==> src/cubv_pkg.sv <==
package cubv_pkg;

    localparam int TW    = 24;  // period and time width, Q8.16
    localparam int PSW   = 18;  // position width, Q4.14
    localparam int VSW   = 20;  // velocity input width, Q4.16
    localparam int JW    = 3;   // joint index width
    localparam int CMW   = 2;   // command width
    localparam int CW    = 28;  // signed coefficient width
    localparam int QW    = 2 * TW;
    localparam int CUW   = 3 * TW;
    localparam int NW    = 100; // signed numerator width
    localparam int MW    = NW - 1;
    localparam int QBITS = 24;  // quotient bits below the overflow point
    localparam int JVW   = 24;  // joint velocity width
    localparam int SPW   = 32;  // motor speed width
    localparam int GW    = 28;  // gear factor width, unsigned Q.16
    localparam int CSH   = 16;  // coefficient scale shift

    localparam int JOINT_COUNT_DEF = 6;

    localparam logic [TW-1:0] POINT_PERIOD_RST = 24'd327680;
    localparam logic [TW-1:0] VIA_PERIOD_RST   = 24'd95683;

    localparam logic [QBITS:0] VEL_POS_LIM = 25'h07F_FFFF;
    localparam logic [QBITS:0] VEL_NEG_LIM = 25'h080_0000;

    localparam logic REG_POINT = 1'b0;
    localparam logic REG_VIA   = 1'b1;

    typedef enum logic [CMW-1:0] {
        CMD_P2P  = 2'd0,
        CMD_VIA1 = 2'd1,
        CMD_VIA2 = 2'd2,
        CMD_NONE = 2'd3
    } t_cmd;

    typedef struct packed {
        logic signed [CW-1:0] den;
        logic signed [CW-1:0] p2;
        logic signed [CW-1:0] tp;
        logic signed [CW-1:0] tt;
        logic signed [CW-1:0] tpp;
        logic signed [CW-1:0] ttp;
    } t_coef;

    typedef struct packed {
        logic          zero;
        logic [JW-1:0] joint;
        t_coef         coef;
        logic [QW-1:0]  p2;
        logic [QW-1:0]  tp;
        logic [QW-1:0]  t2;
        logic [CUW-1:0] den;
        logic [CUW-1:0] tpp;
        logic [CUW-1:0] ttp;
    } t_front;

    typedef struct packed {
        logic           zero;
        logic [JW-1:0]  joint;
        logic           neg;
        logic [MW-1:0]  mag;
        logic [CUW-1:0] den;
    } t_mag;

    typedef struct packed {
        logic          zero;
        logic [JW-1:0] joint;
        logic          neg;
        logic          ovf;
        logic [QBITS:0] q;
    } t_quo;

    function automatic logic [GW-1:0] gear_q16(input logic [JW-1:0] j);
        logic [GW-1:0] g;
        case (j)
            3'd0:    g = 28'd112648086;
            3'd1:    g = 28'd256587307;
            3'd2:    g = 28'd187746810;
            3'd3:    g = 28'd234683513;
            3'd4:    g = 28'd234683513;
            3'd5:    g = 28'd83443027;
            default: g = '0;
        endcase
        return g;
    endfunction

endpackage

==> src/cubv_out.sv <==
module cubv_out #(
    parameter int JOINT_COUNT = cubv_pkg::JOINT_COUNT_DEF
) (
    input  logic                           i_clk,
    input  logic                           i_rst_n,
    input  logic                           i_en,
    input  logic                           i_vld,
    input  cubv_pkg::t_quo                 i_data,
    output logic                           o_vld,
    output logic signed [cubv_pkg::JVW-1:0] o_joint_velocity,
    output logic signed [cubv_pkg::SPW-1:0] o_motor_speed,
    output logic                           o_saturated
);
    import cubv_pkg::*;

    localparam int PRW = GW + JVW;

    logic [1:0]       r_vld;
    logic [QBITS:0]   lim;
    logic             n_sat;
    logic [JVW-1:0]   qc;
    logic [PRW-1:0]   msum;
    logic [SPW-1:0]   mag_spd;

    logic [JVW-1:0]   ra_vel;
    logic [PRW-1:0]   ra_prod;
    logic             ra_neg, ra_sat, ra_zero, ra_gear;

    logic [JVW-1:0]   r_vel;
    logic [SPW-1:0]   r_spd;
    logic             r_sat;

    always_comb begin
        lim   = i_data.neg ? VEL_NEG_LIM : VEL_POS_LIM;
        n_sat = i_data.ovf || (i_data.q > lim);
        qc    = n_sat ? lim[JVW-1:0] : i_data.q[JVW-1:0];
    end

    assign msum    = ra_prod + (PRW'(1) << (TW - 1));
    assign mag_spd = SPW'(msum[PRW-1:TW]);

    always_ff @(posedge i_clk) begin
        if (!i_rst_n) begin
            r_vld <= '0;
        end else if (i_en) begin
            r_vld <= {r_vld[0], i_vld};
        end
    end

    always_ff @(posedge i_clk) begin
        if (i_en) begin
            ra_vel  <= i_data.neg ? -qc : qc;
            ra_prod <= PRW'(qc) * PRW'(gear_q16(i_data.joint));
            ra_neg  <= i_data.neg;
            ra_sat  <= n_sat;
            ra_zero <= i_data.zero;
            ra_gear <= {1'b0, i_data.joint} < (JW+1)'(JOINT_COUNT);

            if (ra_zero) begin
                r_vel <= '0;
                r_spd <= '0;
                r_sat <= 1'b0;
            end else begin
                r_vel <= ra_vel;
                r_sat <= ra_sat;
                if (!ra_gear) begin
                    r_spd <= '0;
                end else begin
                    r_spd <= ra_neg ? -mag_spd : mag_spd;
                end
            end
        end
    end

    assign o_vld            = r_vld[1];
    assign o_joint_velocity = r_vel;
    assign o_motor_speed    = r_spd;
    assign o_saturated      = r_sat;

endmodule

==> config.mk <==
export PLATFORM = sky130hd
export DESIGN_NAME = cubv_out
export DESIGN_NICKNAME = d
export VERILOG_FILES = /design/src/cubv_pkg.sv /design/src/cubv_out.sv
export SDC_FILE = /design/constraint.sdc
export NUM_CORES = 2
export LEC_CHECK = 0
export ABC_AREA = 1
export BUFFER_PORTS_ARGS = -buffer_cell sky130_fd_sc_hd__clkbuf_2
export CAP_MARGIN = 20
export CORE_UTILIZATION = 25
export DETAILED_ROUTE_END_ITERATION = 10
export MAX_ROUTING_LAYER = met4
export PLACE_DENSITY = 0.47
export RECOVER_POWER = 100
export SLEW_MARGIN = 40
export SYNTH_ARGS = -nofsm -noshare
export SYNTH_HDL_FRONTEND = slang
export SYNTH_SLANG_ARGS = --single-unit
==> constraint.sdc <==
create_clock -name i_clk -period 18.8 [get_ports i_clk]
set_input_delay 5.64 -clock i_clk [delete_from_list [all_inputs] [get_ports i_clk]]
set_output_delay 5.64 -clock i_clk [all_outputs]
set_load 0.005 [all_outputs]
==> metrics <==
status complete, but fails checks; failing checks capacitance limit, slew limit; syn nets 4,040; GR Layer Usage met1 0.243; reg2reg end o_motor_speed[27]; Least-Margin Pin Slew 2.43 ns; Fill cells 11.8k; critical path arrival 16.74 ns; busiest layer in global routing met2; Post-CTS Resized 0; I/O pins 93; setup_tns 0 ns; number of synthesized flops with an enable pin 114; R2R Setup Slk 15.04 ns; max-slew violation count 81; library cells used by synthesis 55; sequential-to-total area share from yosys stat 0.127; Synth area leader fa_1; Tmin final 16.53 ns; final net count 4,119; Post-route DRC 0; Yosys top cell area share 0.411; GPL Wtd Cong 0.948; DR pass1 iterations 5; Clock Pin Slew Worst Setup and Hold Paths 0.06 ns; vias in the first global route 22.8k; Mapped Area 0.0273 mm2; std cell rows 120; Area Overhead vs Synth 9.62%; vias 21.1k; pin count of the biggest net entering global routing 64; TritonCTS Buffers 17; Initial Util 0.254; Die Y 333 um; met2 GRT Util 0.287; Setup crit end kind register; final WL 94,700 um; Hold Startpoint r_vld[0]; setup repair after global routing missed its margin false; worst r2r src ra_prod[23]; # H-tree levels 4; Worst Hold Path EP r_vld[1]; Final Cycle Share 0.879; ys async rst share 0; ant diodes 0; core area 0.108 mm2; IO buf count 92; DRT antenna net count 0; Synth Flop Type edfxtp_1; CP max FO 43; clk buf depth 2; crit path max-delay cell type nor2_1; met3 usage 0.0181; Vias/cell 4.46; post-DP HPWL 83,200 um; global-route wire length before repair 146,000 um; share of post-route cells with drive strength above 1 0.0481; Area contributors post-synth fa_1, inv_1, edfxtp_1; Hold Crit Depth 2; number of synthesis warnings 0; worst skew pair latency 0.47 ns; setup violators final 0; root buf cell clkbuf_16; Die ar. 0.111 mm2; clk sinks 116; cell mode on critical path nand2_1; CTS Hold Bufs 0; CP Launch Type input port; Avg WL per Cell 20.0 um; Max Cap Viol 3; total setup buffers inserted after CTS 0; Worst EP required 19.02 ns; Final Hold Vio Count 0; DRT iter0 DRCs 1,446; Yosys reg bits 116; Cells after Synth 3,235; GRT Total Usage 0.183; R2R depth 18; initial antenna violation count 0; CTS tree built; Worst path max stage delay 0.74 ns; Synth Area per Inst 8.45 um2; fmax 0.0605 GHz; DIE WIDTH 333 um; max_slew headroom -0.620; grt total ovfl 0; hold crit path type reg -> reg; Worst Skew 0.0141 ns; crit path kind in -> reg
[cell usage after synthesis, drive strengths merged, types with 13 or more instances]
cell	number
a21oi	110
a31oi	18
buf	13
clkbuf	45
edfxtp	114
fa	562
ha	208
inv	991
nand2	433
nand3	50
nor2	412
nor3	44
o21a	14
o21ai	99
xor2	48
[registers in the layout (all words and copies together), names as in the netlist]
register / count
ra_vel: 24
ra_sat: 1
o_joint_velocity: 24
o_motor_speed: 32
ra_zero: 1
ra_neg: 1
ra_gear: 1
o_saturated: 1
ra_prod: 29
r_vld: 2
[layout make-up]
type,count,area (um2),share of cell area
sequential,116,3460,0.116
inverter,1001,3760,0.125
clock inverter,15,158,0.00526
tap,1403,1760,0.0586
clock buffer,17,425,0.0142
multi-input combinational,2060,19800,0.661
timing repair buffer,118,596,0.0199
[how the worst max path moves through the flow]
stage | from | endpoint | slack [ns] | cells past startpoint
3_5_place_dp | i_data[26] | ra_prod[51] | 2.67 | 40
5_1_grt | i_data[26] | ra_prod[51] | 1.50 | 40
2_1_floorplan | i_data[26] | ra_prod[37] | 5.29 | 39
6_report | i_data[26] | ra_prod[51] | 2.27 | 40
3_3_place_gp | i_data[26] | ra_prod[51] | 2.81 | 40
4_1_cts | i_data[26] | ra_prod[51] | 3.13 | 40
[placed cells by master, fill, tap and decap left out, types with 14 or more instances in the layout]
master and count:
a31oi_1 18, xor2_1 45, inv_1 978, clkbuf_1 41, clkbuf_2 56, nand2_1 425, o21a_1 14, nand3_1 49
a21oi_1 109, ha_1 208, nor2_1 401, buf_4 20, o21ai_0 80, fa_1 562, clkbuf_16 17, nor3_1 40
edfxtp_1 114
[critical path, delay by kind of cell]
| kind | cells | cell delay (ns) |
|---|---|---|
| AO/OA/AOI/OAI | 5 | 1.25 |
| adder cells (fa/ha/maj) | 9 | 4.44 |
| AND/OR/NAND/NOR | 15 | 3.51 |
| buffers and inverters | 11 | 1.84 |
[routing by layer]
metal  vias to the layer above  routed length [um]
met3                       130                4800
li1                       9647                   -
met1                     10708               42600
met4                         0                3730
met2                       612               43600
met5                         -                   0
[per-stage QoR]
stage	std cells	area (um2)	hold slack [ns]	setup slack, ns	utilization
after floorplan	3235	27300	0.448	5.29	-
after global placement	4695	29500	0.472	2.81	0.274
after detailed placement	4696	29500	0.484	2.67	0.274
after CTS	4728	30100	0.499	3.13	0.279
after global routing	4730	30000	0.521	1.50	0.278
final	4730	30000	0.488	2.27	0.278
[cell families (layout without fill, tap and decap cells)]
family / after synthesis / count (layout) / synth area share
xor+xnor: 58 / 58 / 0.0194
buf+inv: 1059 / 1151 / 0.146
fa+ha+maj: 770 / 770 / 0.507
simple gates: 966 / 966 / 0.147
flops: 116 / 116 / 0.127
compound gates: 266 / 266 / 0.0547
Power is not shown: default switching activity piles up to over one toggle a cycle in this logic, so the estimate is an artifact.
